--- src/rtl/core/hcr_pkg.sv ---
// ----------------------------------------------------------------------------
// hcr_pkg: shared types and constants of the health color ramp
// Holds the payload structs, the configuration codes, the stop color reset
// values and the stage structs that travel between the pipeline modules.
// ----------------------------------------------------------------------------
package hcr_pkg;

  // Channel and arithmetic widths.
  localparam int unsigned ChanW        = 8;
  localparam int unsigned NumChan      = 4;
  localparam int unsigned ColorW       = ChanW * NumChan;
  localparam int unsigned SpanW        = 15;
  localparam int unsigned NumW         = 23;
  localparam int unsigned QuoW         = 8;
  localparam int unsigned BitsPerStage = 2;
  localparam int unsigned NumDivStages = QuoW / BitsPerStage;

  // Configuration port widths.
  localparam int unsigned CfgIdxW  = 3;
  localparam int unsigned CfgDataW = 64;

  // Configuration register indexes.
  typedef enum logic [CfgIdxW-1:0] {
    CFG_ADJUST  = 3'd0,
    CFG_RED_LM  = 3'd1,
    CFG_RED_FB  = 3'd2,
    CFG_BLUE_LM = 3'd3,
    CFG_BLUE_FB = 3'd4
  } hcr_cfg_idx_e;

  // Team codes; any code above blue is treated as another team.
  localparam logic [1:0] TeamBlue = 2'd1;

  // Reset stop colors, red byte in bits 7:0 and alpha in bits 31:24.
  localparam logic [ColorW-1:0]   RedColor   = 32'hFF3B_38B8;
  localparam logic [ColorW-1:0]   BlueColor  = 32'hFFA2_8558;
  localparam logic [ColorW-1:0]   WhiteColor = 32'hFFFF_FFFF;
  localparam logic [CfgDataW-1:0] RedPair    = {RedColor, RedColor};
  localparam logic [CfgDataW-1:0] BluePair   = {BlueColor, BlueColor};

  // Reciprocal of five: floor(m * Div5Mul / 2^Div5Shift) equals m / 5 for 15-bit m.
  localparam logic [14:0] Div5Mul   = 15'd26215;
  localparam int unsigned Div5Shift = 17;

  // One input item.
  typedef struct packed {
    logic [1:0]         team;
    logic signed [15:0] health;
    logic [14:0]        max_health;
  } hcr_in_t;

  // One result item.
  typedef struct packed {
    logic [ChanW-1:0] red_out;
    logic [ChanW-1:0] green_out;
    logic [ChanW-1:0] blue_out;
    logic [ChanW-1:0] alpha_out;
  } hcr_out_t;

  // Configuration register contents.
  typedef struct packed {
    logic                adjust_on;
    logic [CfgDataW-1:0] red_lm;
    logic [CfgDataW-1:0] red_fb;
    logic [CfgDataW-1:0] blue_lm;
    logic [CfgDataW-1:0] blue_fb;
  } hcr_cfg_t;

  // Selected segment: start and end colors, position and span (span never zero).
  typedef struct packed {
    logic              valid;
    logic [ColorW-1:0] from;
    logic [ColorW-1:0] to;
    logic [SpanW-1:0]  t;
    logic [SpanW-1:0]  span;
  } hcr_seg_t;

  // Division pipeline word: per channel partial remainder and quotient.
  typedef struct packed {
    logic                             valid;
    logic [NumChan-1:0][NumW-1:0]     rem;
    logic [NumChan-1:0][QuoW-1:0]     quo;
    logic [SpanW-1:0]                 span;
  } hcr_div_t;

endpackage

--- src/rtl/core/hcr_div_stage.sv ---
// ----------------------------------------------------------------------------
// hcr_div_stage: one stage of the restoring divider
// Resolves BitsPerStage quotient bits per channel, starting at FirstBit.
// ----------------------------------------------------------------------------
module hcr_div_stage #(
  parameter int unsigned FirstBit = 7
) (
  input  logic              clk_i,
  input  logic              rst_ni,
  input  hcr_pkg::hcr_div_t div_i,
  output hcr_pkg::hcr_div_t div_o
);
  import hcr_pkg::*;

  hcr_div_t div_d;
  logic     valid_q;
  hcr_div_t div_q;

  // Compare and subtract the shifted divisor, one quotient bit a step.
  always_comb begin
    logic [NumW-1:0] divisor;

    div_d = div_i;
    for (int s = 0; s < BitsPerStage; s++) begin
      divisor = NumW'(div_i.span) << (FirstBit - s);
      for (int c = 0; c < NumChan; c++) begin
        if (div_d.rem[c] >= divisor) begin
          div_d.rem[c]                = div_d.rem[c] - divisor;
          div_d.quo[c][FirstBit - s]  = 1'b1;
        end
      end
    end
  end

  always_ff @(posedge clk_i or negedge rst_ni) begin
    if (!rst_ni) begin
      valid_q <= 1'b0;
    end else begin
      valid_q <= div_d.valid;
    end
  end

  always_ff @(posedge clk_i) begin
    div_q <= div_d;
  end

  always_comb begin
    div_o       = div_q;
    div_o.valid = valid_q;
  end

endmodule

--- config.mk ---
export PLATFORM = sky130hd
export DESIGN_NAME = hcr_div_stage
export DESIGN_NICKNAME = d
export VERILOG_FILES = /design/src/rtl/core/hcr_pkg.sv /design/src/rtl/core/hcr_div_stage.sv
export SDC_FILE = /design/constraint.sdc
export NUM_CORES = 1
export LEC_CHECK = 0
export BUFFER_PORTS_ARGS = -buffer_cell sky130_fd_sc_hd__buf_2
export CAP_MARGIN = 40
export CORE_ASPECT_RATIO = 1.2
export CORE_MARGIN = 4
export CORE_UTILIZATION = 44
export CTS_BUF_LIST = sky130_fd_sc_hd__clkbuf_8
export DETAILED_ROUTE_END_ITERATION = 8
export PLACE_DENSITY_LB_ADDON = 0.15
export REMOVE_ABC_BUFFERS = 1
export SETUP_SLACK_MARGIN = 0.2
export SYNTH_ARGS = -nofsm -noshare
export SYNTH_HDL_FRONTEND = slang
export SYNTH_SLANG_ARGS = --single-unit
--- constraint.sdc ---
create_clock -name clk_i -period 0.87 [get_ports clk_i]
set_input_delay 0.1305 -clock clk_i [delete_from_list [all_inputs] [get_ports clk_i]]
set_output_delay 0.1305 -clock clk_i [all_outputs]
set_load 0.03 [all_outputs]
==> flow_summary_export.csv <==
group,metric,value,unit
outcome,outcome,"complete, but fails checks",
outcome,violations,"negative hold slack, negative setup slack",
synth,yosysMostFrequentCell,"dfxtp_1",
floorplanning,initial_core_util,45.06,%
setup_path,slowest_delay,0.39,ns
floorplanning,die-area,0.02565,sq mm
synth,synth_area_per_cell,8.978,sq um
cts,clockBufferDepth,2,
finish,num-fill-cells,738,
sta,setup_viol,216,
setup_path,start_kind,"input pin",
setup_path,slowest_stage,"o31a_1",
sta,fin_crit,4.413,ns
finish,fin_util,93.21,%
global_route,antenna_found_initial,3,
synth,ys_ff_latch,140,
setup_path,worst-path-buf-inv,8,
route,vias,15060,
setup_path,crit_family,"compound AO/OA/AOI/OAI gates",
sta,layout_setup_ws,-3.543,ns
route,wl_per_cell,26.67,um
synth,ys_types,63,
synth,ys_seq_area_share,27.58,%
setup_path,path_cells,"buf_2 > clkinvlp_4 > buf_12 > buf_4 > ha_1 > nand4_1 > o31a_1 > a21oi_2 > nand2b_4 > buf_6 > buf_6 > mux2i_4 > inv_1 > ha_4 > nand4_1 > o21ai_1 > o22ai_2 > a21boi_2 > a21boi_2 > and3b_2 > buf_8 > mux2_4",
synth,yosysTopAreaCell,"dfxtp_1",
finish,drive_gt1_share,66.01,%
pwr,finalPower,47.17,mW
global_route,grt_pass1_wl,78820,um
worst_hold_path,hp-class,"in2reg",
route,first_iter_violations,1817,
finish,fin_cells,2407,
sta,hold_ws,-0.1939,ns
global_route,grt_use_total,38.43,%
pwr,powerDensity,2239,mW/mm^2
floorplanning,die_y,174.6,um
global_route,first_global_vias,14670,
synth,synthTopCellsByCount,"dfxtp_1, ha_1, a21oi_1, mux2_2, o21ai_0",
sta,relSlewSlack,61.09,%
route,firstDrtPassIters,6,
route,drc,0,
cts,htreeDepth,4,
finish,final_net_count,2352,
cts,cts-root-buf,"clkbuf_8",
sta,max_freq,0.2266,GHz
synth,synth_edf_count,0,
pwr,p_leak,9.780,nW
place,portBuffers,281,
pwr,peakVddDrop,2120,uV
cts,cts_made_buffers,17,
synth,syn-instance-count,1134,
synth,synthFlopType,"dfxtp_1",
global_route,grt-ovfl-total,0,
sta,slew_violations,0,
cts,clock_sinks,140,
cts,cts_tree,"done",
floorplanning,rows,60,
setup_path,cp_max_fo,6,
synth,yosysTopAreaCellShare,27.33,%
setup_path,crit_path_end_kind,"flop",
route,wirelength,64180,um
sta,hold_violations,1,
cts,clkTransAtPathRegs,0.13,ns
floorplanning,coreArea,0.02260,sq mm
synth,synth_area_leaders,"dfxtp_1, ha_1, mux2_2, a21oi_1, xnor2_1",
sta,finalCritPeriodShare,507.3,%
synth,async_reset_ff_share,0.7143,%
setup_path,crit_arrival,4.79,ns
synth,syn_area,0.01018,sq mm
sta,worst_slew_pin_slew,0.5809,ns
setup_path,crit_required,1.25,ns
floorplanning,die_w,146.9,um
synth,synth-warning-count,0,
place,hpwl,28360,um
route,ant_nets,0,
place,dp_cells,2149,
route,avgViaCountPerCell,6.258,
sta,rsz0062_at_grt,"true",
setup_path,critPathKind,"in2reg",
floorplanning,num_io_pins,282,
run,cap_violations,0,
finish,area_delta_synth_final,106.9,%
place,place_congestion,0.9052,
global_route,grt_max_degree,17,
==> worst paths after layout <==
kind / start / to / slack [ns] / cells past startpoint
worst max-delay path: div_i[8] / div_o[82] / -3.54 / 22
worst min-delay path: div_i[38] / div_o[38] / -0.19 / 2
max in group asynchronous: rst_ni / valid_q / 0.25 / 3
min in group asynchronous: rst_ni / valid_q / 0.50 / 3
==> routing by layer <==
metal  wire length [um]  part of all wire (%)  up-vias  track usage (%)
li1                   -                     -     6096                -
met3               6818                    11      573            8.327
met4               6578                    10        2            23.61
met1              21080                    33     7003            41.74
met2              29690                    46     1390            67.88
met5                 13                 0.020        -                0
==> kinds of logic (layout without fill, tap and decap cells) <==
group / count (synthesis) / in the layout / synth area share [%]
AO/OA/AOI/OAI: 347 / 347 / 21.47
AND/OR/NAND/NOR: 262 / 262 / 13.38
flip-flops: 140 / 140 / 27.58
adder cells (fa/ha/maj): 128 / 128 / 16.32
multiplexers: 103 / 103 / 11.24
XOR/XNOR: 83 / 83 / 7.140
buffers and inverters: 71 / 1032 / 2.863
other: 0 / 2 / 0
==> per-stage QoR <==
step | setup slack [ns] | cell area, sq um | TNS [ns]
after global routing | -3.548 | 21060 | -280.80
final | -3.543 | 21060 | -274.59
after CTS | -3.002 | 19990 | -237.90
after detailed placement | -3.981 | 15300 | -280.62
after floorplan | -4.399 | 10080 | -307.74
after global placement | -3.923 | 15300 | -276.06
==> flip-flops by register name, indices dropped and copies added (netlist names) <==
| register | count |
|---|---|
| div_o | 139 |
| valid_q | 1 |
==> what timing repair did <==
item,in CTS,in global routing
cloned,5,0
hold buffers,74,1
endpoints found under the hold margin,75,2
endpoints found under the setup margin,216,216
pin swaps,86,65
buffers inserted,92,52
resized for setup,757,149
==> layout make-up <==
cell class	count	area [sq um]	share of cell area (%)
Antenna cell	2	5.005	0.02376
Clock inverter	15	193.9	0.9208
Inverter	51	222.7	1.057
Timing Repair Buffer	949	7998	37.97
Sequential cell	140	2982	14.16
Clock buffer	17	234.0	1.111
Multi-Input combinational cell	923	9039	42.92
Tap cell	310	387.9	1.842
==> cell usage in the layout (no fill, tap or decap), types with 9 or more instances in the layout <==
cell type and count:
dfxtp_2 139, inv_2 11, a21o_1 32, nand3_1 16, o21bai_1 10, nand2_1 44, buf_4 519, nand4_1 15
o21ai_1 17, o21ai_0 44, a21oi_1 70, xnor2_1 55, clkbuf_8 17, ha_1 55, o211ai_1 9, o21ai_2 15
a21oi_2 30, nor2b_1 10, ha_4 60, buf_12 13, nand2b_1 12, nor3_1 10, mux2_2 12, mux2_4 76
xor2_1 27, mux2i_1 10, dlygate4sd3_1 75, and3_1 9, o21a_1 29, buf_2 133, o31a_1 9, inv_1 31
nor2_1 62, buf_6 198, a211oi_2 10, or3_1 10
==> where the power goes <==
| part | switching, mW | internal, mW |
|---|---|---|
| Sequential | 1.03 | 8.46 |
| Combinational | 15.5 | 15.8 |
| Clock | 3.67 | 2.72 |
| Total | 20.2 | 27.0 |
Note: power is estimated with default switching activity, not from simulation.
