$ cat src/rtl/core/hcr_pkg.sv
// ----------------------------------------------------------------------------
// hcr_pkg: shared types and constants of the health color ramp
// Holds the payload structs, the configuration codes, the stop color reset
// values and the stage structs that travel between the pipeline modules.
// ----------------------------------------------------------------------------
package hcr_pkg;

  // Channel and arithmetic widths.
  localparam int unsigned ChanW        = 8;
  localparam int unsigned NumChan      = 4;
  localparam int unsigned ColorW       = ChanW * NumChan;
  localparam int unsigned SpanW        = 15;
  localparam int unsigned NumW         = 23;
  localparam int unsigned QuoW         = 8;
  localparam int unsigned BitsPerStage = 2;
  localparam int unsigned NumDivStages = QuoW / BitsPerStage;

  // Configuration port widths.
  localparam int unsigned CfgIdxW  = 3;
  localparam int unsigned CfgDataW = 64;

  // Configuration register indexes.
  typedef enum logic [CfgIdxW-1:0] {
    CFG_ADJUST  = 3'd0,
    CFG_RED_LM  = 3'd1,
    CFG_RED_FB  = 3'd2,
    CFG_BLUE_LM = 3'd3,
    CFG_BLUE_FB = 3'd4
  } hcr_cfg_idx_e;

  // Team codes; any code above blue is treated as another team.
  localparam logic [1:0] TeamBlue = 2'd1;

  // Reset stop colors, red byte in bits 7:0 and alpha in bits 31:24.
  localparam logic [ColorW-1:0]   RedColor   = 32'hFF3B_38B8;
  localparam logic [ColorW-1:0]   BlueColor  = 32'hFFA2_8558;
  localparam logic [ColorW-1:0]   WhiteColor = 32'hFFFF_FFFF;
  localparam logic [CfgDataW-1:0] RedPair    = {RedColor, RedColor};
  localparam logic [CfgDataW-1:0] BluePair   = {BlueColor, BlueColor};

  // Reciprocal of five: floor(m * Div5Mul / 2^Div5Shift) equals m / 5 for 15-bit m.
  localparam logic [14:0] Div5Mul   = 15'd26215;
  localparam int unsigned Div5Shift = 17;

  // One input item.
  typedef struct packed {
    logic [1:0]         team;
    logic signed [15:0] health;
    logic [14:0]        max_health;
  } hcr_in_t;

  // One result item.
  typedef struct packed {
    logic [ChanW-1:0] red_out;
    logic [ChanW-1:0] green_out;
    logic [ChanW-1:0] blue_out;
    logic [ChanW-1:0] alpha_out;
  } hcr_out_t;

  // Configuration register contents.
  typedef struct packed {
    logic                adjust_on;
    logic [CfgDataW-1:0] red_lm;
    logic [CfgDataW-1:0] red_fb;
    logic [CfgDataW-1:0] blue_lm;
    logic [CfgDataW-1:0] blue_fb;
  } hcr_cfg_t;

  // Selected segment: start and end colors, position and span (span never zero).
  typedef struct packed {
    logic              valid;
    logic [ColorW-1:0] from;
    logic [ColorW-1:0] to;
    logic [SpanW-1:0]  t;
    logic [SpanW-1:0]  span;
  } hcr_seg_t;

  // Division pipeline word: per channel partial remainder and quotient.
  typedef struct packed {
    logic                             valid;
    logic [NumChan-1:0][NumW-1:0]     rem;
    logic [NumChan-1:0][QuoW-1:0]     quo;
    logic [SpanW-1:0]                 span;
  } hcr_div_t;

endpackage

$ cat src/rtl/core/hcr_blend.sv
// ----------------------------------------------------------------------------
// hcr_blend: interpolation numerators
// Forms start * span + t * (end - start) for each channel, one register stage.
// ----------------------------------------------------------------------------
module hcr_blend (
  input  logic              clk_i,
  input  logic              rst_ni,
  input  hcr_pkg::hcr_seg_t seg_i,
  output hcr_pkg::hcr_div_t div_o
);
  import hcr_pkg::*;

  hcr_div_t div_d;
  logic     valid_q;
  hcr_div_t div_q;

  // Numerator per channel; it is never negative and stays below 256 * span.
  always_comb begin
    logic [NumW-1:0]   a_span;
    logic signed [8:0] diff;
    logic signed [24:0] t_s;
    logic signed [24:0] d_s;
    logic signed [24:0] prod;
    logic signed [24:0] num;

    div_d.valid = seg_i.valid;
    div_d.span  = seg_i.span;
    div_d.quo   = '0;
    div_d.rem   = '0;
    for (int c = 0; c < NumChan; c++) begin
      a_span = NumW'(seg_i.from[c*ChanW +: ChanW]) * NumW'(seg_i.span);
      diff   = $signed({1'b0, seg_i.to[c*ChanW +: ChanW]})
             - $signed({1'b0, seg_i.from[c*ChanW +: ChanW]});
      t_s    = $signed({10'b0, seg_i.t});
      d_s    = {{16{diff[8]}}, diff};
      prod   = t_s * d_s;
      num    = $signed({2'b00, a_span}) + prod;
      div_d.rem[c] = num[NumW-1:0];
    end
  end

  always_ff @(posedge clk_i or negedge rst_ni) begin
    if (!rst_ni) begin
      valid_q <= 1'b0;
    end else begin
      valid_q <= div_d.valid;
    end
  end

  always_ff @(posedge clk_i) begin
    div_q <= div_d;
  end

  always_comb begin
    div_o       = div_q;
    div_o.valid = valid_q;
  end

endmodule

$ cat config.mk
export PLATFORM = sky130hd
export DESIGN_NAME = hcr_blend
export DESIGN_NICKNAME = d
export VERILOG_FILES = /design/src/rtl/core/hcr_pkg.sv /design/src/rtl/core/hcr_blend.sv
export SDC_FILE = /design/constraint.sdc
export NUM_CORES = 2
export LEC_CHECK = 0
export ABC_AREA = 1
export BUFFER_PORTS_ARGS = -buffer_cell sky130_fd_sc_hd__buf_2
export CAP_MARGIN = 25
export CORE_ASPECT_RATIO = 1.4
export CORE_MARGIN = 1.5
export CORE_UTILIZATION = 61
export CTS_CLUSTER_SIZE = 40
export DETAILED_ROUTE_END_ITERATION = 10
export PLACE_DENSITY = 0.89
export SYNTH_ARGS = -nofsm -noshare
export SYNTH_HDL_FRONTEND = slang
export SYNTH_SLANG_ARGS = --single-unit
$ cat constraint.sdc
create_clock -name clk_i -period 0.8 [get_ports clk_i]
set_clock_uncertainty 0.15 [all_clocks]
set_input_delay 0.16 -clock clk_i [delete_from_list [all_inputs] [get_ports clk_i]]
set_output_delay 0.16 -clock clk_i [all_outputs]
set_load 0.005 [all_outputs]
==> flow_metrics.env <==
export IMPL_critPathSlowestCell="fa_1"
export IMPL_via_count_of_the_first_global_routing_pass=42200
export IMPL_cts_root_buf="clkbuf_16"
export IMPL_worst_endpoint_arrival_ns=6.22
export IMPL_cts_inserted_buffers=9
export IMPL_timing_final_crit_share_pct=755
export IMPL_timing_critical_path_from_type="input port"
export IMPL_critPathMostFrequentCell="fa_1"
export IMPL_finish_cell_count_without_fillers=6544
export IMPL_place_congestion=1.02
export IMPL_final_layout_size_suffix_gt1_share_pct=29.1
export IMPL_final_total_negative_setup_slack_ns=-431.17
export IMPL_synth_seq_area_share_pct=5.64
export IMPL_drcViolationCount=0
export IMPL_die_area_um2=64500
export IMPL_finalWorstSetupSlack_ns=-5.24
export IMPL_synth_top_cell_area_share_pct=43.1
export IMPL_drt_wl_total_um=149000
export IMPL_netlist_cell_type_count=43
export IMPL_first_pass_grt_wire_length_um=219000
export IMPL_cts_hold_buf=3
export IMPL_timing_final_setup_violations=201
export IMPL_port_buffer_count=204
export IMPL_synth_flop_cell="dfxtp_1"
export IMPL_core_area_um2=62200
export IMPL_finalCriticalPeriod_ns=6.04
export IMPL_logic_depth_of_the_worst_path_buffers_included=29
export IMPL_synth_warnings=0
export IMPL_cp_startpoint="seg_i[30]"
export IMPL_maxSlewViolCount=0
export IMPL_report_final_hold_viol_count=2
export IMPL_grt_max_degree=19
export IMPL_io_pin_count=237
export IMPL_timing_fmax_mhz=165
export IMPL_slowest_stage_delay_on_critical_path_ns=0.61
export IMPL_synth_ff_latch_count=108
export IMPL_critPathTopFamily="adder cells"
export IMPL_max_cap_violations=0
export IMPL_cts_reportedPaths_clkPinSlew_ns=0.10
export IMPL_firstDrtPassIters=9
export IMPL_rsz0062_at_grt="true"
export IMPL_classification_of_the_worst_slack_hold_path="in -> reg"
export IMPL_area_growth_synth_to_final_pct=31.1
export IMPL_hold_slack_ns=-0.0497
export IMPL_post_dp_hpwl_um=107000
export IMPL_initial_core_util_pct=61.8
export IMPL_critical_path_endpoint="div_o[67]"
export IMPL_antenna_violations_before_repair=9
export IMPL_cts_htree_levels=3
export IMPL_first_iter_violations=4141
export IMPL_synth_enable_flop_cells=0
export IMPL_grt_use_total_pct=44.9
export IMPL_timing_worst_setup_path_type="in -> reg"
export IMPL_crit_required_ns=0.98
export IMPL_sum_of_overflow_across_all_layers_after_global_routing=0
export IMPL_cell_count_after_synthesis=5004
export IMPL_cts_root_to_sink_buffers=2
export IMPL_crit_buf_inv=9
export IMPL_numClockSinks=108
export IMPL_die_height_um=300
export IMPL_top_fanout_value_on_the_critical_path=4
export IMPL_run_status="complete, but fails checks"
export IMPL_fp_row_count=108
export IMPL_detail_route_antenna_nets=0
export IMPL_violations_in_the_final_reports="negative hold slack, negative setup slack"
export IMPL_routedWlPerCell_um=22.8
export IMPL_num_nets_final=6999
export IMPL_yosys_top_cells_area="fa_1 (43%), inv_1 (14%), nand2_1 (12%)"
export IMPL_n_fill_cell=3387
export IMPL_total_via_count_in_the_routed_design=38500
export IMPL_postSynthAreaPerCell_um2=7.68
export IMPL_synth_largest_area_cell="fa_1"
export IMPL_worst_setup_path_end_kind="flop"
export IMPL_ys_async_sr_fraction_pct=0.926
export IMPL_routed_via_density=5.88
export IMPL_cts_tree="yes"
export IMPL_place_detailed_instances=6439
export IMPL_netlist_area_um2=38400
export IMPL_die_w_um=215
-- state kept, by name, summed over array words and instances, names as in the netlist --
register and flops:
div_o 107, valid_q 1
-- per-stage QoR --
step                cell area, um^2  setup slack (ns)  util, %  hold WS (ns)
finish                        50400             -5.24     81.0       -0.0497
floorplan                     40900             -4.97        -        -0.286
detailed placement            46500             -5.56     74.8        -0.215
global placement              46500             -5.47     74.8        -0.216
global route                  50400             -5.49     81.0       -0.0548
CTS                           49100             -4.92     78.9       -0.0815
-- area by class of cell --
class	count	area, um^2	share of cell area (%)
inverter	1460	5650	11.2
timing repair inverter	4	32.5	0.0646
tap	825	1030	2.05
clock buffer	10	239	0.474
multi-input combinational	3250	33900	67.2
sequential	108	2220	4.40
antenna	8	20.0	0.0397
clock inverter	6	93.8	0.186
timing repair buffer	873	7220	14.3
-- cell usage after synthesis (20+ instances only) --
library cell and instances:
xor2_1 32, buf_4 33, dfxtp_1 107, inv_1 1448, ha_1 368, clkbuf_1 164
nor2_1 311, nand3_1 117, nand4_1 39, o21ai_0 34, nand2_1 1276, nor3_1 20
a21oi_1 98, fa_1 828
-- worst min-delay path by stage --
stage,start,endpoint,slack (ns),cells past startpoint
after floorplan,rst_ni,valid_q,-0.29,0
after global placement,rst_ni,valid_q,-0.22,1
after detailed placement,rst_ni,valid_q,-0.21,1
after CTS,seg_i[10],div_o[10],-0.08,1
after global routing,seg_i[10],div_o[10],-0.05,1
final,seg_i[10],div_o[10],-0.05,1
-- placed cells by master (no fill, tap or decap), types with 30 or more instances in the layout --
master   count
nor2_1     228
buf_4      549
buf_2      173
nand2_4     52
dfxtp_2     30
nand4_1     39
nand2_1   1099
inv_1     1312
a21oi_2     36
nor2_2      33
conb_1      32
fa_1       791
buf_12      61
fa_2        37
nand2_2    124
a21oi_1     35
inv_2      112
nand3_1     83
dfxtp_1     74
buf_6       81
ha_4       109
ha_1       257
a21oi_4     30
nor2_4      50
-- kinds of logic after synthesis --
logic type,share of synthesized area [%]
buf+inv,16.8
fa+ha+maj,55.1
simple gates,18.5
other cells,0.00976
flops,5.64
compound gates,2.67
xor+xnor,1.26
-- per-layer routing --
| layer | vias up | GRT usage (%) | share of wire [%] |
|---|---|---|---|
| met2 | 3315 | 73.4 | 46 |
| li1 | 15600 | - | - |
| met1 | 18100 | 45.5 | 30 |
| met4 | 6 | 41.9 | 11 |
| met5 | - | 0 | 0.021 |
| met3 | 1446 | 14.5 | 12 |
-- repair_timing --
action	4_1_cts	5_1_grt
resized for setup	452	297
pin swaps	212	179
setup endpoints to repair	200	200
cloned	4	1
endpoints found under the hold margin	4	3
buffers inserted	46	35
Power is left out: the tool's default activity adds up to more than one toggle a clock period on the data nets, which glitch-free logic cannot reach.
