`src/rtl/core/hcr_pkg.sv`:
```
// ----------------------------------------------------------------------------
// hcr_pkg: shared types and constants of the health color ramp
// Holds the payload structs, the configuration codes, the stop color reset
// values and the stage structs that travel between the pipeline modules.
// ----------------------------------------------------------------------------
package hcr_pkg;

  // Channel and arithmetic widths.
  localparam int unsigned ChanW        = 8;
  localparam int unsigned NumChan      = 4;
  localparam int unsigned ColorW       = ChanW * NumChan;
  localparam int unsigned SpanW        = 15;
  localparam int unsigned NumW         = 23;
  localparam int unsigned QuoW         = 8;
  localparam int unsigned BitsPerStage = 2;
  localparam int unsigned NumDivStages = QuoW / BitsPerStage;

  // Configuration port widths.
  localparam int unsigned CfgIdxW  = 3;
  localparam int unsigned CfgDataW = 64;

  // Configuration register indexes.
  typedef enum logic [CfgIdxW-1:0] {
    CFG_ADJUST  = 3'd0,
    CFG_RED_LM  = 3'd1,
    CFG_RED_FB  = 3'd2,
    CFG_BLUE_LM = 3'd3,
    CFG_BLUE_FB = 3'd4
  } hcr_cfg_idx_e;

  // Team codes; any code above blue is treated as another team.
  localparam logic [1:0] TeamBlue = 2'd1;

  // Reset stop colors, red byte in bits 7:0 and alpha in bits 31:24.
  localparam logic [ColorW-1:0]   RedColor   = 32'hFF3B_38B8;
  localparam logic [ColorW-1:0]   BlueColor  = 32'hFFA2_8558;
  localparam logic [ColorW-1:0]   WhiteColor = 32'hFFFF_FFFF;
  localparam logic [CfgDataW-1:0] RedPair    = {RedColor, RedColor};
  localparam logic [CfgDataW-1:0] BluePair   = {BlueColor, BlueColor};

  // Reciprocal of five: floor(m * Div5Mul / 2^Div5Shift) equals m / 5 for 15-bit m.
  localparam logic [14:0] Div5Mul   = 15'd26215;
  localparam int unsigned Div5Shift = 17;

  // One input item.
  typedef struct packed {
    logic [1:0]         team;
    logic signed [15:0] health;
    logic [14:0]        max_health;
  } hcr_in_t;

  // One result item.
  typedef struct packed {
    logic [ChanW-1:0] red_out;
    logic [ChanW-1:0] green_out;
    logic [ChanW-1:0] blue_out;
    logic [ChanW-1:0] alpha_out;
  } hcr_out_t;

  // Configuration register contents.
  typedef struct packed {
    logic                adjust_on;
    logic [CfgDataW-1:0] red_lm;
    logic [CfgDataW-1:0] red_fb;
    logic [CfgDataW-1:0] blue_lm;
    logic [CfgDataW-1:0] blue_fb;
  } hcr_cfg_t;

  // Selected segment: start and end colors, position and span (span never zero).
  typedef struct packed {
    logic              valid;
    logic [ColorW-1:0] from;
    logic [ColorW-1:0] to;
    logic [SpanW-1:0]  t;
    logic [SpanW-1:0]  span;
  } hcr_seg_t;

  // Division pipeline word: per channel partial remainder and quotient.
  typedef struct packed {
    logic                             valid;
    logic [NumChan-1:0][NumW-1:0]     rem;
    logic [NumChan-1:0][QuoW-1:0]     quo;
    logic [SpanW-1:0]                 span;
  } hcr_div_t;

endpackage

```
`src/rtl/core/hcr_select.sv`:
```
// ----------------------------------------------------------------------------
// hcr_select: segment selection
// Two register stages: the first takes the item and divides the maximum by
// five, the second finds the buffed maximum and picks stops, position and span.
// ----------------------------------------------------------------------------
module hcr_select (
  input  logic             clk_i,
  input  logic             rst_ni,
  input  logic             accept_i,
  input  hcr_pkg::hcr_in_t in_i,
  input  hcr_pkg::hcr_cfg_t cfg_i,
  output hcr_pkg::hcr_seg_t seg_o
);
  import hcr_pkg::*;

  logic         s1_valid_q;
  hcr_in_t      s1_item_q;
  logic [12:0]  s1_fifth_q;
  logic [29:0]  fifth_prod;

  hcr_seg_t     seg_d;
  logic         s2_valid_q;
  hcr_seg_t     s2_seg_q;

  // Maximum health divided by five through the reciprocal.
  assign fifth_prod = 30'(in_i.max_health) * 30'(Div5Mul);

  // Stage one registers.
  always_ff @(posedge clk_i or negedge rst_ni) begin
    if (!rst_ni) begin
      s1_valid_q <= 1'b0;
    end else begin
      s1_valid_q <= accept_i;
    end
  end

  always_ff @(posedge clk_i) begin
    s1_item_q  <= in_i;
    s1_fifth_q <= fifth_prod[Div5Shift +: 13];
  end

  // Buffed maximum, segment compare and stop selection.
  always_comb begin
    logic [14:0]        fifth3;
    logic [13:0]        half;
    logic [15:0]        bmax;
    logic signed [17:0] h_s;
    logic signed [17:0] two_h;
    logic signed [17:0] m_s;
    logic signed [17:0] b_s;
    logic signed [17:0] t_mid;
    logic signed [17:0] t_top;
    logic signed [17:0] span_top;
    logic [CfgDataW-1:0] lm;
    logic [CfgDataW-1:0] fb;

    fifth3   = 15'({2'b00, s1_fifth_q} * 15'd3);
    half     = fifth3[14:1];
    bmax     = 16'({2'b00, half} * 16'd5);
    h_s      = {{2{s1_item_q.health[15]}}, s1_item_q.health};
    two_h    = h_s <<< 1;
    m_s      = $signed({3'b000, s1_item_q.max_health});
    b_s      = $signed({2'b00, bmax});
    t_mid    = two_h - m_s;
    t_top    = h_s - m_s;
    span_top = b_s - m_s;

    lm = (s1_item_q.team == TeamBlue) ? cfg_i.blue_lm : cfg_i.red_lm;
    fb = (s1_item_q.team == TeamBlue) ? cfg_i.blue_fb : cfg_i.red_fb;

    seg_d.valid = s1_valid_q;
    seg_d.from  = fb[ColorW-1:0];
    seg_d.to    = fb[ColorW-1:0];
    seg_d.t     = '0;
    seg_d.span  = SpanW'(1);

    priority if (s1_item_q.team > TeamBlue) begin
      seg_d.from = WhiteColor;
    end else if (!cfg_i.adjust_on) begin
      seg_d.from = fb[ColorW-1:0];
    end else if (h_s < 0) begin
      seg_d.from = lm[ColorW-1:0];
    end else if (two_h < m_s) begin
      seg_d.from = lm[ColorW-1:0];
      seg_d.to   = lm[CfgDataW-1:ColorW];
      seg_d.t    = two_h[SpanW-1:0];
      seg_d.span = s1_item_q.max_health;
    end else if (h_s < m_s) begin
      seg_d.from = lm[CfgDataW-1:ColorW];
      seg_d.to   = fb[ColorW-1:0];
      seg_d.t    = t_mid[SpanW-1:0];
      seg_d.span = s1_item_q.max_health;
    end else if (h_s <= b_s) begin
      seg_d.from = fb[ColorW-1:0];
      seg_d.to   = fb[CfgDataW-1:ColorW];
      seg_d.t    = t_top[SpanW-1:0];
      seg_d.span = span_top[SpanW-1:0];
    end else begin
      seg_d.from = fb[CfgDataW-1:ColorW];
    end

    // A segment of zero span gives its start color.
    if (seg_d.span == '0) begin
      seg_d.t    = '0;
      seg_d.span = SpanW'(1);
    end
  end

  // Stage two registers.
  always_ff @(posedge clk_i or negedge rst_ni) begin
    if (!rst_ni) begin
      s2_valid_q <= 1'b0;
    end else begin
      s2_valid_q <= seg_d.valid;
    end
  end

  always_ff @(posedge clk_i) begin
    s2_seg_q <= seg_d;
  end

  always_comb begin
    seg_o       = s2_seg_q;
    seg_o.valid = s2_valid_q;
  end

endmodule

```
`config.mk`:
```
export PLATFORM = sky130hd
export DESIGN_NAME = hcr_select
export DESIGN_NICKNAME = d
export VERILOG_FILES = /design/src/rtl/core/hcr_pkg.sv /design/src/rtl/core/hcr_select.sv
export SDC_FILE = /design/constraint.sdc
export NUM_CORES = 1
export LEC_CHECK = 0
export CAP_MARGIN = 20
export CORE_ASPECT_RATIO = 2
export CORE_MARGIN = 2
export CORE_UTILIZATION = 40
export DETAILED_ROUTE_END_ITERATION = 6
export DONT_BUFFER_PORTS = 1
export PLACE_DENSITY = 0.61
export REMOVE_ABC_BUFFERS = 1
export SKIP_CTS_REPAIR_TIMING = 1
export SLEW_MARGIN = 20
export SYNTH_ARGS = -nofsm -noshare
export SYNTH_HDL_FRONTEND = slang
export SYNTH_SLANG_ARGS = --single-unit
export TNS_END_PERCENT = 50
```
`constraint.sdc`:
```
create_clock -name clk_i -period 12.5 [get_ports clk_i]
set_input_delay 1.25 -clock clk_i [delete_from_list [all_inputs] [get_ports clk_i]]
set_output_delay 1.25 -clock clk_i [all_outputs]
set_load 0.02 [all_outputs]
```
==> metrics.txt, run 1 <==
Async S/R FF share, synth 1.41%; Startpoint Class flip-flop; synth warn 0; maxcap violations 0; post-synth top area share 18.4%; Final period util 57.7%; relative slew slack 28.9%; Tightest Pin Transition 1.07 ns; register area share after synthesis 18.7%; Hold Crit Class flip-flop to flip-flop; global-route wire length before repair 81.0 mm; Num CTS Buffers 17; via/cell ratio 6.31; initial DRC count 618; final worst slack 5.28 ns; Data arrival, critical path 7.53 ns; Initial Utilization 40.4%; I/O pin cnt 388; clk slew on worst S/H paths 0.07 ns; Hold Fails Final Rpt 0; CTS Buffer Depth 2; worst skew pair latency 0.46 ns; final setup fails 0; kind of critical path flip-flop to flip-flop; Setup WS pre-CTS 5.35 ns; htree depth 4; TritonRoute pass-1 iters 5; final antenna-violating net count 0; largest fanout on the critical path 39; number of antenna violations at the first check in global routing 4; Area contributors post-synth dfxtp_1, ha_1, fa_1, mux4_2, nand2_1; Site Rows 101; status complete, no violations; area growth from synthesis to layout 7.17%; grt ovf 0; die height 280 µm; max incr delay on CP 0.62 ns; top-count cell post-synth ha_1; syn avg cell area 9.09 µm²; number of synthesized flops with an enable pin 0; Clock Tree Root clkbuf_16; final wirelength 55.1 mm; crit path capture type flip-flop; Period minus WS final 7.22 ns; Cell Area, Synth 15,300 µm²; # fillers 3,711; Worst Skew 0.0169 ns; GPL Wtd Cong 0.961; die area 39,800 µm²; largest net degree at the start of global routing 83; Final Max Tran Viols 0; hpwl dp 43.5 mm; post-route DRC violation count 0; Die Wd 142 µm; Port Buffers 0; Post-Syn Instances 1,679; slowest cell on the critical path buf_4; CTS tree done; share of cells above drive strength 1 8.45%; routed via count 13.3k; post-synth cell types 85; Yosys reg bits 142; top post-synthesis cells by count ha_1, nand2_1, inv_1; vias in the first global route 14.0k; Critical Path RT 12.81 ns; Top cell by count, worst path ha_1; wire per inst 26.1 µm; setup TNS 0 ns; GRT Overall Usage 27.3%; dominant synthesized flop cell dfxtp_1; Synth area leader dfxtp_1; fmax 0.139 GHz; final net count 2,224; clk sinks 142; core box area 37,800 µm²; RSZ-0062 raised after global routing no
[flip-flops by register name, summed over array words and instances (netlist names)]
register,count
s1_item_q,33
s1_valid_q,1
s2_valid_q,1
s1_fifth_q,13
seg_o,94
[final cells by class]
cell class / count / area [µm²] / share of cell area [%]
timing repair buffer: 14 / 105 / 0.643
multi-input combinational: 1304 / 11600 / 70.9
clock inverter: 9 / 183 / 1.12
clock buffer: 22 / 464 / 2.84
antenna: 3 / 7.51 / 0.0459
inverter: 153 / 574 / 3.51
sequential: 142 / 2850 / 17.4
tap: 463 / 579 / 3.54
[placed cells by master, fill, tap and decap left out, types with 23 or more instances in the layout]
cell type / instances
nand3_1: 30
xor2_1: 24
mux2i_1: 53
dfxtp_1: 140
o21ai_0: 66
a21oi_1: 111
nor3_1: 42
xnor2_1: 42
a21o_1: 26
ha_1: 219
inv_1: 151
nand2_1: 200
mux4_2: 62
nor2_1: 68
o211ai_1: 23
fa_1: 80
[critical path, delay by kind of cell, from the launching register on]
kind	cells	cell delay (ns)
xor+xnor	2	0.44
compound gates	12	2.46
simple gates	8	1.47
buf+inv	3	0.90
fa+ha+maj	5	1.44
flops	1	0.36
[cells by family (layout without fill, tap and decap cells)]
family                   count (synthesis)  in the layout  share of synthesized area [%]
other                                    0              3                              0
flip-flops                             142            142                           18.7
XOR/XNOR                                66             66                           3.79
adder cells (fa/ha/maj)                299            299                           28.4
AND/OR/NAND/NOR                        439            439                           13.4
AO/OA/AOI/OAI                          385            385                           17.1
multiplexers                           115            115                           12.6
buffers and inverters                  233            198                           5.88
[worst paths after layout]
check                              start         end  slack [ns]  cells past startpoint
min in group asynchronous         rst_ni  s1_valid_q        0.48                      0
setup reg to reg           s1_fifth_q[1]    seg_o[0]        5.28                     30
max in group asynchronous         rst_ni  s2_valid_q       11.95                      0
hold reg to reg               s1_valid_q  s2_valid_q        0.37                      0
setup / recovery           s1_fifth_q[1]    seg_o[0]        5.28                     30
hold / removal                s1_valid_q  s2_valid_q        0.37                      0
[routing by layer]
| metal | up-vias | wire length (µm) | part of all wire [%] | global-route usage (%) |
|---|---|---|---|---|
| met5 | - | 7 | 0.013 | 0 |
| met4 | 2 | 3870 | 7.0 | 18.3 |
| met3 | 197 | 4280 | 7.8 | 7.42 |
| met2 | 643 | 29300 | 53 | 51.0 |
| met1 | 6463 | 17600 | 32 | 25.4 |
| li1 | 6008 | - | - | - |
[through the flow]
step                std cells  hold WS [ns]  utilization (%)  instance area (µm²)
finish                   2110         0.368             43.3                16400
global route             2110         0.375             43.3                16400
CTS                      2107         0.371             43.2                16300
detailed placement       2076         0.347             41.5                15700
global placement         2076         0.344             41.5                15700
floorplan                1599         0.331                -                14900
Power of run 1 is not shown: default switching activity piles up to over one toggle a cycle in this logic, so the estimate is an artifact.
==> run 2, diff against run 1 <==
--- a/config.mk
+++ b/config.mk
@@ -5,6 +5,7 @@
 export SDC_FILE = /design/constraint.sdc
 export NUM_CORES = 1
 export LEC_CHECK = 0
+export ABC_AREA = 1
 export CAP_MARGIN = 20
 export CORE_ASPECT_RATIO = 2
 export CORE_MARGIN = 2
==> constraint.sdc (replaced) <==
create_clock -name clk_i -period 6.9 [get_ports clk_i]
set_input_delay 0.69 -clock clk_i [delete_from_list [all_inputs] [get_ports clk_i]]
set_output_delay 0.69 -clock clk_i [all_outputs]
set_load 0.02 [all_outputs]
==> run 2 against run 1 <==
Via count is 8.8% higher; synthesized area rose by 0.80%; register-to-register slack worse by 4.7 ns; routed wire length is 7.5% higher; cell count increased by 20%; clock-buffer cell count shrank 4; core utilization is 0.20 points lower; final area is 0.13% lower; synthesized cell count grew 25%; fmax is 15% higher; worst hold slack lost 0.11 ns; highest routed layer unchanged.
==> metrics.txt, run 2 <==
Cell Area, Synth 15,400 µm²; max incr delay on CP 0.40 ns; Site Rows 101; htree depth 4; most frequent cells in the layout nand2_1, inv_1, ha_1; Yosys reg bits 142; core box area 37,900 µm²; slowest cell on the critical path fa_1; share of cells above drive strength 1 4.32%; final net count 2,637; Final period util 90.9%; maxcap violations 0; TritonRoute pass-1 iters 6; GPL Wtd Cong 1.08; Tightest Pin Transition 0.902 ns; setup TNS 0 ns; syn avg cell area 7.35 µm²; post-route DRC violation count 0; post-synth cell types 50; Final Max Tran Viols 0; number of synthesized flops with an enable pin 0; top post-synthesis cells by count nand2_1, inv_1, ha_1; Area contributors post-synth dfxtp_1, ha_1, fa_1, nand2_1, inv_1; post-synth top area share 18.2%; Port Buffers 0; Data arrival, critical path 6.59 ns; grt ovf 0; dominant synthesized flop cell dfxtp_1; Top cell by count, worst path nand2_1; Clock Tree Root clkbuf_16; global-route wire length before repair 85.1 mm; number of antenna violations at the first check in global routing 8; initial DRC count 624; Hold Crit Class input pin to flip-flop; wire per inst 23.4 µm; area growth from synthesis to layout 6.18%; Worst Skew 0.0193 ns; RSZ-0062 raised after global routing no; crit path capture type flip-flop; die height 281 µm; register area share after synthesis 18.5%; CTS tree done; final wirelength 59.2 mm; top-count cell post-synth nand2_1; die area 40,100 µm²; hpwl dp 47.5 mm; Async S/R FF share, synth 1.41%; Critical Path RT 7.22 ns; relative slew slack 39.9%; routed via count 14.5k; I/O pin cnt 388; # fillers 3,915; max reg flops 94; GRT Overall Usage 29.0%; Synth area leader dfxtp_1; clk slew on worst S/H paths 0.07 ns; worst skew pair latency 0.45 ns; final setup fails 0; fmax 0.159 GHz; Initial Utilization 40.6%; synth warn 0; vias in the first global route 14.7k; Period minus WS final 6.27 ns; Num CTS Buffers 17; Hold Fails Final Rpt 0; clk sinks 142; kind of critical path flip-flop to flip-flop; status complete, no violations; largest fanout on the critical path 16; via/cell ratio 5.73; CTS Buffer Depth 2; Post-Syn Instances 2,093; Die Wd 143 µm; largest net degree at the start of global routing 72; commonest non-fill, non-tap cell in the layout nand2_1; final antenna-violating net count 0; Startpoint Class flip-flop
==> run 2: cell types whose count changed after synthesis, sizes merged, moves of 37 or more <==
cell   before  now
a31oi       7   44
a21oi     112  181
mux4       62    0
o21ai      78  193
inv       152  327
nand2     201  405
==> run 2: worst paths after layout <==
path | start | end | slack, ns | cells past startpoint
setup / recovery | s1_fifth_q[1] | seg_o[18] | 0.63 | 41
hold reg to reg | s1_valid_q | s2_valid_q | 0.36 | 0
setup reg to reg | s1_fifth_q[1] | seg_o[18] | 0.63 | 41
max in group asynchronous | rst_ni | s2_valid_q | 6.32 | 1
min in group asynchronous | rst_ni | s1_valid_q | 0.46 | 1
hold / removal | accept_i | s1_valid_q | 0.26 | 0
==> run 2: cell families (layout without fill, tap and decap cells) <==
group	after synthesis	after routing	synth area share, %
mux	66	66	4.42
compound gates	507	507	18.4
xor+xnor	65	65	3.70
fa+ha+maj	299	299	28.2
flops	142	142	18.5
buf+inv	413	378	10.5
simple gates	601	601	16.2
other cells	0	5	0
==> run 2: stage by stage <==
| step | area, µm² | utilization, % | std cells | hold slack [ns] | worst slack, ns |
|---|---|---|---|---|---|
| after global placement | 15700 | 41.5 | 2488 | 0.343 | 0.771 |
| after global routing | 16300 | 43.1 | 2525 | 0.236 | 0.0931 |
| after CTS | 16300 | 43.0 | 2520 | -0.0997 | 0.623 |
| final | 16300 | 43.1 | 2526 | 0.257 | 0.628 |
| after detailed placement | 15700 | 41.5 | 2488 | 0.339 | 0.667 |
| after floorplan | 15000 | - | 2011 | 0.331 | 0.925 |
==> run 2: critical path: cells and delay by family (launching register included) <==
kind | cells | cell delay, ns
DFF | 1 | 0.36
xor gates and xnor gates | 2 | 0.33
buffers and inverters | 4 | 0.43
adders and majority gates | 5 | 1.46
AOI/OAI and AO/OA | 5 | 1.00
and+or+nand+nor | 25 | 2.53
==> run 2: metal layers <==
metal	wire, µm	global-route usage (%)	vias up
li1	-	-	6891
met4	4220	20.0	6
met3	5440	10.8	167
met1	18600	25.0	6809
met5	45	0	-
met2	30900	54.1	607
==> run 2: layout make-up <==
cell class,instances,area (µm²),share of cell area (%)
multi-input combinational,1538,10900,66.9
sequential,142,2850,17.5
inverter,331,1240,7.62
tap,463,579,3.55
clock buffer,18,439,2.69
clock inverter,14,156,0.957
timing repair buffer,15,115,0.705
antenna,5,12.5,0.0766
Power of run 2 is left out for the same reason.
